<file path="src/rtl/shared_buffer_multi_queue_assert.svh">
// ---------------------------------------------------------------------------
// Assertion macros for the shared-buffer multi-queue
// Both macros sample on clk and are disabled while rst_n is low.
// ---------------------------------------------------------------------------
`ifndef SHARED_BUFFER_MULTI_QUEUE_ASSERT_SVH
`define SHARED_BUFFER_MULTI_QUEUE_ASSERT_SVH

// Same-cycle implication
`define SBMQ_ASSERT_IMPL(lbl, ante, cons, msg) \
  lbl: assert property (@(posedge clk) disable iff (!rst_n) (ante) |-> (cons)) \
    else $error(msg);

// Next-cycle implication
`define SBMQ_ASSERT_NEXT(lbl, ante, cons, msg) \
  lbl: assert property (@(posedge clk) disable iff (!rst_n) (ante) |=> (cons)) \
    else $error(msg);

`endif

</file>
<file path="src/rtl/sbmq_pkg.sv">
// ---------------------------------------------------------------------------
// sbmq_pkg
// Shared types and codes of the shared-buffer multi-queue.
// ---------------------------------------------------------------------------
package sbmq_pkg;

  localparam int DATA_W = 32;

  // Operation codes (in_tuser bit 0)
  localparam logic OP_ENQ = 1'b0;
  localparam logic OP_DEQ = 1'b1;

  // Result status codes
  localparam logic [1:0] ST_OK        = 2'd0;
  localparam logic [1:0] ST_OVERFLOW  = 2'd1;
  localparam logic [1:0] ST_UNDERFLOW = 2'd2;

  // One result item
  typedef struct packed {
    logic signed [DATA_W-1:0] data;
    logic [1:0]               status;
  } sbmq_res_t;

endpackage

</file>
<file path="src/rtl/sbmq_out_stage.sv">
// ---------------------------------------------------------------------------
// sbmq_out_stage
// One-entry output register that decouples the sequencer from the receiver.
// ---------------------------------------------------------------------------
module sbmq_out_stage (
  input  logic              clk,
  input  logic              rst_n,
  input  logic              push_valid,
  input  sbmq_pkg::sbmq_res_t push_res,
  output logic              push_ready,
  output logic              out_valid,
  input  logic              out_ready,
  output sbmq_pkg::sbmq_res_t out_res
);
  import sbmq_pkg::*;

  logic      valid_r;
  logic      valid_nxt;
  sbmq_res_t res_r;

  // Slot is free when empty or draining this cycle
  assign push_ready = !valid_r || out_ready;

  always_comb begin
    valid_nxt = valid_r;
    if (push_valid && push_ready) begin
      valid_nxt = 1'b1;
    end else if (out_ready) begin
      valid_nxt = 1'b0;
    end
  end

  always_ff @(posedge clk) begin
    if (!rst_n) begin
      valid_r <= 1'b0;
    end else begin
      valid_r <= valid_nxt;
    end
  end

  // Payload needs no reset
  always_ff @(posedge clk) begin
    if (push_valid && push_ready) begin
      res_r <= push_res;
    end
  end

  assign out_valid = valid_r;
  assign out_res   = res_r;

endmodule

</file>
<file path="src/rtl/shared_buffer_multi_queue.sv">
// ---------------------------------------------------------------------------
// shared_buffer_multi_queue
// QUEUES FIFO queues sharing one ENTRIES-slot data buffer through a linked
// next-pointer memory and a free list.
// Input channel: in_tuser = {queue_id, op}, in_tdata = data_in. op 0 pushes
// data_in onto the queue, op 1 pops its head. Every transfer yields exactly
// one result: out_tdata = data_out, out_tuser = status (ok/overflow/
// underflow). data_out is zero except on a successful pop.
// Timing: one item at a time: accept (queue pointer read), link/data
// memory read (RD1), update and write-back (RD2). The result is registered
// and, in PUSH, moves into the output register; the next item is taken in
// the cycle the result moves into that register.
// Reset: all queues empty, free list full; no clearing pass (slots never
// handed out are drawn from a fill counter). If the receiver stalls, the
// output register holds the result, one more item is processed, and input
// stays stalled until the register frees up.
// ---------------------------------------------------------------------------
`include "shared_buffer_multi_queue_assert.svh"

module shared_buffer_multi_queue #(
  parameter int ENTRIES = 16,
  parameter int QUEUES  = 4
) (
  input  logic        clk,
  input  logic        rst_n,
  // Input channel
  input  logic        in_tvalid,
  output logic        in_tready,
  input  logic [31:0] in_tdata,   // [31:0] data_in
  input  logic [2:0]  in_tuser,   // [0] op, [2:1] queue_id
  // Result channel
  output logic        out_tvalid,
  input  logic        out_tready,
  output logic [31:0] out_tdata,  // [31:0] data_out
  output logic [1:0]  out_tuser   // [1:0] status
);
  import sbmq_pkg::*;

  localparam int AW = $clog2(ENTRIES);
  localparam int CW = $clog2(ENTRIES + 1);
  localparam int QW = (QUEUES > 1) ? $clog2(QUEUES) : 1;
  localparam int EW = 2 * AW + 1;   // {nonempty, head, tail}

  // Sequencer states
  localparam logic [1:0] S_IDLE = 2'd0;
  localparam logic [1:0] S_RD1  = 2'd1;
  localparam logic [1:0] S_RD2  = 2'd2;
  localparam logic [1:0] S_PUSH = 2'd3;

  logic [1:0]    state_r, state_nxt;
  logic          in_acc;
  logic          st_ready;
  logic [2:0]    q_mod;
  logic [QW-1:0] q_in;

  // Captured item
  logic              op_r;
  logic [QW-1:0]     qid_r;
  logic [DATA_W-1:0] din_r;

  // Memories
  logic [EW-1:0]     q_mem    [QUEUES];
  logic [AW-1:0]     link_mem [ENTRIES];
  logic [DATA_W-1:0] data_mem [ENTRIES];
  logic [QUEUES-1:0] qv_r, qv_nxt;
  logic [EW-1:0]     q_rd_r;
  logic              qv_hit_r;
  logic [AW-1:0]     link_rd_r;
  logic [DATA_W-1:0] data_rd_r;

  // Free list: recycled stack plus never-used fill region
  logic [AW-1:0] free_head_r, free_head_nxt;
  logic [CW-1:0] rcnt_r, rcnt_nxt;
  logic [CW-1:0] fresh_r, fresh_nxt;

  // Decoded queue entry
  logic          q_ne;
  logic [AW-1:0] q_head, q_tail;
  logic [AW-1:0] link_raddr;

  // Write-back controls
  logic          q_we;
  logic [EW-1:0] q_wdata;
  logic          link_we;
  logic [AW-1:0] link_waddr, link_wdata;
  logic          data_we;
  logic [AW-1:0] slot;

  sbmq_res_t res_r, res_nxt;

  // Handshakes
  assign in_tready = (state_r == S_IDLE) || ((state_r == S_PUSH) && st_ready);
  assign in_acc    = in_tvalid && in_tready;

  // Queue number modulo QUEUES (at most three subtractions on 3 bits)
  always_comb begin
    q_mod = {1'b0, in_tuser[2:1]};
    for (int k = 0; k < 3; k++) begin
      if (int'(q_mod) >= QUEUES) begin
        q_mod = q_mod - 3'(QUEUES);
      end
    end
    q_in = QW'(q_mod);
  end

  // Sequencer
  always_comb begin
    state_nxt = state_r;
    case (state_r)
      S_IDLE: begin
        if (in_acc) state_nxt = S_RD1;
      end
      S_RD1: state_nxt = S_RD2;
      S_RD2: state_nxt = S_PUSH;
      S_PUSH: begin
        if (st_ready) state_nxt = in_acc ? S_RD1 : S_IDLE;
      end
      default: state_nxt = S_IDLE;
    endcase
  end

  always_ff @(posedge clk) begin
    if (!rst_n) begin
      state_r <= S_IDLE;
    end else begin
      state_r <= state_nxt;
    end
  end

  // Item capture
  always_ff @(posedge clk) begin
    if (in_acc) begin
      op_r  <= in_tuser[0];
      qid_r <= q_in;
      din_r <= in_tdata;
    end
  end

  // Queue pointer memory: read at accept, written in RD2
  always_ff @(posedge clk) begin
    if (q_we) q_mem[qid_r] <= q_wdata;
    if (in_acc) begin
      q_rd_r   <= q_mem[q_in];
      qv_hit_r <= qv_r[q_in];
    end
  end

  // An entry never written reads as an empty queue
  assign q_ne   = qv_hit_r && q_rd_r[EW-1];
  assign q_head = q_rd_r[2*AW-1:AW];
  assign q_tail = q_rd_r[AW-1:0];

  // Link and data memories: read in RD1, written in RD2
  assign link_raddr = (op_r == OP_DEQ) ? q_head : free_head_r;

  always_ff @(posedge clk) begin
    if (link_we) link_mem[link_waddr] <= link_wdata;
    if (state_r == S_RD1) link_rd_r <= link_mem[link_raddr];
  end

  always_ff @(posedge clk) begin
    if (data_we) data_mem[slot] <= din_r;
    if (state_r == S_RD1) data_rd_r <= data_mem[q_head];
  end

  // Update and write-back
  always_comb begin
    free_head_nxt = free_head_r;
    rcnt_nxt      = rcnt_r;
    fresh_nxt     = fresh_r;
    qv_nxt        = qv_r;
    q_we          = 1'b0;
    q_wdata       = q_rd_r;
    link_we       = 1'b0;
    link_waddr    = q_tail;
    link_wdata    = free_head_r;
    data_we       = 1'b0;
    slot          = free_head_r;
    res_nxt       = res_r;
    if (state_r == S_RD2) begin
      res_nxt.data   = '0;
      res_nxt.status = ST_OK;
      if (op_r == OP_ENQ) begin
        // Take a recycled slot first, then a never-used one
        if (rcnt_r != '0) begin
          slot          = free_head_r;
          free_head_nxt = link_rd_r;
          rcnt_nxt      = rcnt_r - CW'(1);
        end else if (fresh_r < CW'(ENTRIES)) begin
          slot      = fresh_r[AW-1:0];
          fresh_nxt = fresh_r + CW'(1);
        end else begin
          res_nxt.status = ST_OVERFLOW;
        end
        if (res_nxt.status == ST_OK) begin
          data_we = 1'b1;
          q_we    = 1'b1;
          qv_nxt[qid_r] = 1'b1;
          if (q_ne) begin
            // Append behind the current tail
            link_we    = 1'b1;
            link_waddr = q_tail;
            link_wdata = slot;
            q_wdata    = {1'b1, q_head, slot};
          end else begin
            q_wdata = {1'b1, slot, slot};
          end
        end
      end else begin
        if (!q_ne) begin
          res_nxt.status = ST_UNDERFLOW;
        end else begin
          res_nxt.data = data_rd_r;
          q_we         = 1'b1;
          qv_nxt[qid_r] = 1'b1;
          // Last slot leaves the queue empty
          if (q_head == q_tail) begin
            q_wdata = {1'b0, q_head, q_tail};
          end else begin
            q_wdata = {1'b1, link_rd_r, q_tail};
          end
          // Push the freed slot onto the recycled stack
          link_we       = 1'b1;
          link_waddr    = q_head;
          link_wdata    = free_head_r;
          free_head_nxt = q_head;
          rcnt_nxt      = rcnt_r + CW'(1);
        end
      end
    end
  end

  always_ff @(posedge clk) begin
    if (!rst_n) begin
      qv_r        <= '0;
      rcnt_r      <= '0;
      fresh_r     <= '0;
      free_head_r <= '0;
    end else begin
      qv_r        <= qv_nxt;
      rcnt_r      <= rcnt_nxt;
      fresh_r     <= fresh_nxt;
      free_head_r <= free_head_nxt;
    end
  end

  always_ff @(posedge clk) begin
    res_r <= res_nxt;
  end

  // Output register
  sbmq_res_t out_res;

  sbmq_out_stage u_out_stage (
    .clk        (clk),
    .rst_n      (rst_n),
    .push_valid (state_r == S_PUSH),
    .push_res   (res_r),
    .push_ready (st_ready),
    .out_valid  (out_tvalid),
    .out_ready  (out_tready),
    .out_res    (out_res)
  );

  assign out_tdata = out_res.data;
  assign out_tuser = out_res.status;

  // Assertions
  `SBMQ_ASSERT_IMPL(a_recycled_bound, 1'b1, rcnt_r <= fresh_r, "recycled count exceeds used slots")
  `SBMQ_ASSERT_NEXT(a_accept_seq, in_acc, state_r == S_RD1, "accepted item did not start a read")
  `SBMQ_ASSERT_NEXT(a_push_lands, (state_r == S_PUSH) && st_ready, out_tvalid, "result lost at output")
  `SBMQ_ASSERT_NEXT(a_enq_recycled_ok, (state_r == S_RD2) && (op_r == OP_ENQ) && (rcnt_r != '0), res_r.status == ST_OK, "overflow with free slot")

endmodule

</file>
<file path="config.mk">
export PLATFORM = sky130hd
export DESIGN_NAME = shared_buffer_multi_queue
export DESIGN_NICKNAME = d
export VERILOG_FILES = /design/src/rtl/sbmq_pkg.sv /design/src/rtl/sbmq_out_stage.sv /design/src/rtl/shared_buffer_multi_queue.sv
export VERILOG_INCLUDE_DIRS = /design/src /design/src/rtl
export SDC_FILE = /design/constraint.sdc
export NUM_CORES = 1
export LEC_CHECK = 0
export ABC_AREA = 1
export BUFFER_PORTS_ARGS = -buffer_cell sky130_fd_sc_hd__buf_2
export CAP_MARGIN = 20
export CORE_MARGIN = 2
export CORE_UTILIZATION = 60
export CTS_BUF_LIST = sky130_fd_sc_hd__clkbuf_16
export DETAILED_ROUTE_END_ITERATION = 8
export HOLD_SLACK_MARGIN = 0.1
export PLACE_DENSITY = 0.77
export SYNTH_ARGS = -nofsm -noshare
export SYNTH_HDL_FRONTEND = slang
export SYNTH_SLANG_ARGS = --single-unit
</file>
<file path="constraint.sdc">
create_clock -name clk -period 5.1 [get_ports clk]
set_input_delay 0.765 -clock clk [delete_from_list [all_inputs] [get_ports clk]]
set_output_delay 0.765 -clock clk [all_outputs]
set_load 0.01 [all_outputs]
</file>
Yosys cells after proc, flatten, opt, wreduce, memory -nomap -nowiden
Memory sizes are Yosys's and may differ from the RTL's. A register that Yosys moved wholly into a read port is not among the register bits.
Index checks and enable logic that the tools add are counted.
- register bits after elaboration: 125
- memory bits (writable): 612
- bits of input ports: 39
- output and inout port bits: 36
- word-level logic and storage cells: 110
- memories: 3
- memory list (name ; words ; width ; rd ports ; clocked after Yosys merged registers in ; wr ports ; RTL line ; RTL):
    data_mem ; 16 ; 32 ; 1 ; 1 ; 1 ; shared_buffer_multi_queue.sv:64 ; logic [DATA_W-1:0] data_mem [ENTRIES];
    link_mem ; 16 ; 4 ; 1 ; 1 ; 1 ; shared_buffer_multi_queue.sv:63 ; logic [AW-1:0] link_mem [ENTRIES];
    q_mem ; 4 ; 9 ; 1 ; 1 ; 1 ; shared_buffer_multi_queue.sv:62 ; logic [EW-1:0] q_mem [QUEUES];
- add/sub/neg operators: 3
- $lt $le $gt $ge: 4
- equality and inequality tests: 7
- mux-type cells: 58
- bitwise logic cells: 3
- reduce and logical (&&, ||, !) cells: 18
- operator list (cell ; number):
    2-to-1 mux 4 bit ; 18
    2-to-1 mux 9 bit ; 5
    2-to-1 mux 1 bit ; 22
    2-to-1 mux 5 bit ; 3
    2-to-1 mux 2 bit ; 6
    adder 5 x 1 -> 5 bit (second input constant) ; 2
    2-to-1 mux 8 bit ; 1
    one-hot mux 2 bit (4 select lines) ; 1
    less-than comparator 2 x 3 -> 1 bit (second input constant) ; 2
    AND reduction 3 bit ; 2
    nonzero test 2 bit ; 3
    less-than comparator 5 bit (second input constant) ; 1
    nonzero test 5 bit ; 1
    subtractor 5 x 1 -> 5 bit (second input constant) ; 1
    equality test 2 bit (second input constant) ; 2
    equality test 4 bit ; 1
    logical AND 1 bit ; 4
    zero test 2 bit ; 2
    inequality test 2 bit (second input constant) ; 2
    OR 4 bit ; 1
    AND reduction 2 bit ; 2
    AND reduction 4 bit ; 1
    binary-select mux 1 bit (select 2 bit) ; 1
    demux 1 bit (select 2 bit) ; 1
    6 further kinds ; 8

Logic depth before layout (Yosys ltp)
- depth in word-level cells: 11
- gate-level depth with buffers: 13
- depth with buffers taken out: 11

Hierarchy
From an unflattened synthesis, not the netlist that was laid out.
- cells, all modules: 2202
- area total of the unflattened synthesis: 30419.2 µm²
- by module, submodules not included (module ; instances ; cells an instance ; area each (µm²) ; sequential area each (µm²)):
    shared_buffer_multi_queue ; 1 ; 2161 ; 29346.9 ; 22231.3
    sbmq_out_stage ; 1 ; 41 ; 1072.3 ; 1041.0

Worst setup path after synthesis
OpenSTA, ideal clock, no wires.
- path kind: input -> register
- start point: input port out_tready
- end point: register din_r[0], enable pin
- setup time: 0.517 ns
- arrival: 4.212 ns
- data required time: 4.583 ns
- setup slack: 0.371 ns
- stages: 4
- buffers on the path: 0
- cells stage by stage: inv_1 > nand2_1 > nand2_1 > a21boi_0
- longest elaborated chain between the ends: 4
- ends and longest elaborated chain (item ; RTL line ; RTL):
    start, declared ; shared_buffer_multi_queue.sv:33 ; input logic out_tready,
    logical OR 1 bit ; sbmq_out_stage.sv:22 ; assign push_ready = !valid_r || out_ready;
    logical AND 1 bit ; shared_buffer_multi_queue.sv:92 ; assign in_tready = (state_r == S_IDLE) || ((state_r == S_PUSH) && st_ready);
    logical OR 1 bit ; shared_buffer_multi_queue.sv:92 ;
    logical AND 1 bit ; shared_buffer_multi_queue.sv:93 ; assign in_acc = in_tvalid && in_tready;
    end signal, assigned ; shared_buffer_multi_queue.sv:135 ; din_r <= in_tdata;
    end, declared ; shared_buffer_multi_queue.sv:59 ; logic [DATA_W-1:0] din_r;
Every way passes these cells.
A chain may end at the register's enable or synchronous reset.

Final worst setup path
- start point: register op_r
- end point: memory data_mem[4][14], enable pin
- longest elaborated chain between the ends: 4
- elaborated cells between the ends (all ways): 6
- classes of those cells: mux (6)
- ends and longest elaborated chain (item ; RTL line ; RTL):
    start, declared ; shared_buffer_multi_queue.sv:57 ; logic op_r;
    start signal, assigned ; shared_buffer_multi_queue.sv:133 ; op_r <= in_tuser[0];
    2-to-1 mux 1 bit ; shared_buffer_multi_queue.sv:183 ; if (op_r == OP_ENQ) begin
    2-to-1 mux 1 bit ; shared_buffer_multi_queue.sv:180 ; if (state_r == S_RD2) begin
    2-to-1 mux 1 bit ; shared_buffer_multi_queue.sv:162 ; if (data_we) data_mem[slot] <= din_r;
    2-to-1 mux 1 bit (implied by the code) ; shared_buffer_multi_queue.sv:162 ;
    end, declared ; shared_buffer_multi_queue.sv:64 ;
Parallel ways exist; a longest one is shown, timed or not.

==> metrics.txt <==
status=finished, final reports clean; fin crit period=3350 ps; critical setup path kind=flop to flop; Final Util=68.1%; element type at the critical path start=flop; GR Util All Layers=around 27%; Cells after Synth=roughly 2300; most frequent cells in the layout=edfxtp_1 (761), nor2_1 (375), o21ai_0 (296), nand2_1 (176), inv_1 (140); I/O pin count=between 70 and 80; layout cell share with drive strength beyond 1=around 11%; pin count of the biggest net entering global routing=197; skew final=around 17 ps; largest stage delay on the critical path=870 ps; Net Sw Power=between 5 and 6 mW; period utilisation layout=between 60% and 70%; first-pass GRT wire length=around 110 mm; final worst slack=1750 ps; Max transition margin=between 20 and 30%; Syn Area/Cell=about 14 um2; CP required=5410 ps; Crit path arrival time=3660 ps; crit path max fanout=22; Primary FF master, synth=edfxtp_1; Hold Buf Count CTS=0; Switching Fraction=a little under a third; P_leak=roughly 12 nW; Post-CTS Setup Repair Bufs=0; Vias/cell=6.19; remaining antenna violation count=0; Place WS=1830 ps; IO buf count=74; final hold violations=0; CTS root buf=clkbuf_16; number of synthesized flops with an enable pin=approximately 760; via count=around 19000; Crit path top cell by count=nor2_4; Netlist cell types=43; hold_sp=in_tdata[10]; Placed Area=31700 um2; Die Wd=between 200 and 250 um; Yosys reg bits=~780; DRC errors left=0; area of the core=about 50000 um2; MaxCap Viol Count=0; launch point of the worst reg-to-reg path=op_r; design area=34200 um2; fin nets=around 2400; final non-filler cell total=3053; First DRT Iteration DRCs=about 2600; sequential share of the synthesized area=76.2%; worst setup path startpoint=op_r; Least-Margin Pin Slew=1070 ps; fillcell total=between 3000 and 4000; initial antenna violation count=1; Max Slew Vio Count=0; TritonCTS clock tree=built; WL final=around 70 mm; Placer Congestion=between 0.8 and 0.9; # setup viols final=0; Num CTS Buffers=75; Worst-Skew Late Latency=~620 ps; Min Hold Slack=~320 ps; worst path bufs/invs=3; Clock power frac=31.8%; Register Area=between 20000 and 25000 um2; commonest non-fill, non-tap cell in the layout=edfxtp_1; Cells after DPL=slightly below 3000; ys async rst share=0%; RSZ-0062 raised after global routing=no; initial core utilization=around three fifths; Site Rows=roughly 80; TritonRoute pass-1 iters=6; Setup TNS Final=0 ps; die area=about 53000 um2; Post-CTS Resized=0; Synth Net Count=around 2300; area of the multi-input gates=about 6300 um2; CTS clk-pin slew, worst paths=roughly 60 ps; Post-DP HPWL=about 40 mm; Max clock buf depth=3; crit-path cells=nor2_4 -> inv_2 -> nor2_4 -> inv_2 -> nor2_1 -> nand2_1 -> nor2_4 -> buf_4; design internal power=between 10 and 15 mW; Min-Delay Path Class=input pin to flop; Max Fclk=roughly 300 MHz; WL/cell=~23 um; Ys Warns=0; Gate power share=19.1%; Area Growth Syn to Fin=11.9%; maximum vdd ir drop=between 0.0003 and 0.0004 V; Crit. End Element=flop; # clock sinks=roughly 780; Die Y-Extent=between 200 and 250 um; gr ovfl total=0; share of power burned in registers=49.1%; H-tree levels=3; slowest stage cell, crit path=nor2_4; Final Power=17.5 mW; n_diodes=0; mapped cell area=30600 um2; vias in the first global route=approximately 19000; PwrDens=513 nW/um2; Crit path max-delay family=simple AND/OR/NAND/NOR gates
power by group through the flow:
stage | Combinational, mW | Clock (mW) | Sequential [mW]
CTS | 3.31 | 5.62 | 8.60
floorplan | 2.20 | 0 | 8.53
global placement | 3.12 | 0 | 8.70
global route | 3.67 | 5.87 | 8.67
finish | 3.36 | 5.57 | 8.61
detailed placement | 3.27 | 0 | 8.73
synth_stat cells (3+ instances only):
cell / count / area, um2
nor2_2: 4 / 25.0
buf_4: 9 / 67.6
nor2_1: 391 / 1470
nor2_4: 6 / 67.6
edfxtp_1: 761 / 22900
inv_1: 123 / 462
dfxtp_1: 21 / 420
buf_6: 9 / 101
o21ai_0: 298 / 1490
buf_2: 35 / 175
nand2_1: 176 / 661
o211ai_1: 102 / 766
ha_1: 9 / 113
o21a_1: 3 / 22.5
inv_2: 8 / 30.0
o22ai_1: 48 / 300
nor3_1: 3 / 15.0
clkbuf_1: 69 / 259
nand3_1: 64 / 320
nand3b_1: 4 / 30.0
buf_1: 6 / 22.5
a21oi_1: 26 / 130
o221ai_1: 56 / 490
worst register-to-register path: stages (launching register included):
cell	delay (ps)
edfxtp_1	710
nor2_4	320
inv_2	80
nor2_4	180
inv_2	110
nor2_1	150
nand2_1	250
nor2_4	870
buf_4	370
final cells by class:
| class | instances | area share, % |
|---|---|---|
| Clock inverter | 60 | 1.61 |
| Sequential cell | 782 | 68.1 |
| Timing Repair Buffer | 111 | 2.34 |
| Inverter | 133 | 1.48 |
| Tap cell | 672 | 2.46 |
| Clock buffer | 77 | 5.64 |
| Multi-Input combinational cell | 1218 | 18.4 |
metal layers:
metal  up-vias  GRT usage, %  part of all wire, %
met3       181          5.74                   10
met1      9190          37.5                   39
met4         2          11.0                  3.2
li1       8415             -                    -
met5         -             0                0.018
met2      1101          41.9                   47
logic make-up after synthesis:
| kind of cell | synth area share (%) |
|---|---|
| buffers and inverters | 3.69 |
| AO/OA/AOI/OAI | 10.9 |
| XOR/XNOR | 0.0860 |
| AND/OR/NAND/NOR | 8.77 |
| adder cells (fa/ha/maj) | 0.434 |
| flip-flops | 76.2 |
final timing paths:
kind | to | slack, ps | cells past startpoint
setup reg to reg | data_mem[4][14] | 1750 | 8
hold reg to reg | u_out_stage.out_res[22] | 410 | 0
setup / recovery | data_mem[4][14] | 1750 | 8
hold / removal | din_r[10] | 320 | 1
state kept, by name (all words and copies together), names as in the netlist:
| signal | cells |
|---|---|
| data_rd_r | 32 |
| free_head_r | 4 |
| u_out_stage.out_res | 34 |
| op_r | 1 |
| data_mem | 512 |
| link_mem | 64 |
| link_rd_r | 4 |
| u_out_stage.out_valid | 1 |
| q_rd_r | 9 |
| qid_r | 2 |
| rcnt_r | 5 |
| din_r | 32 |
| fresh_r | 5 |
| state_r | 2 |
| qv_hit_r | 1 |
| res_r | 34 |
| q_mem | 36 |
| qv_r | 4 |
Note: power is estimated with default switching activity, not from simulation.
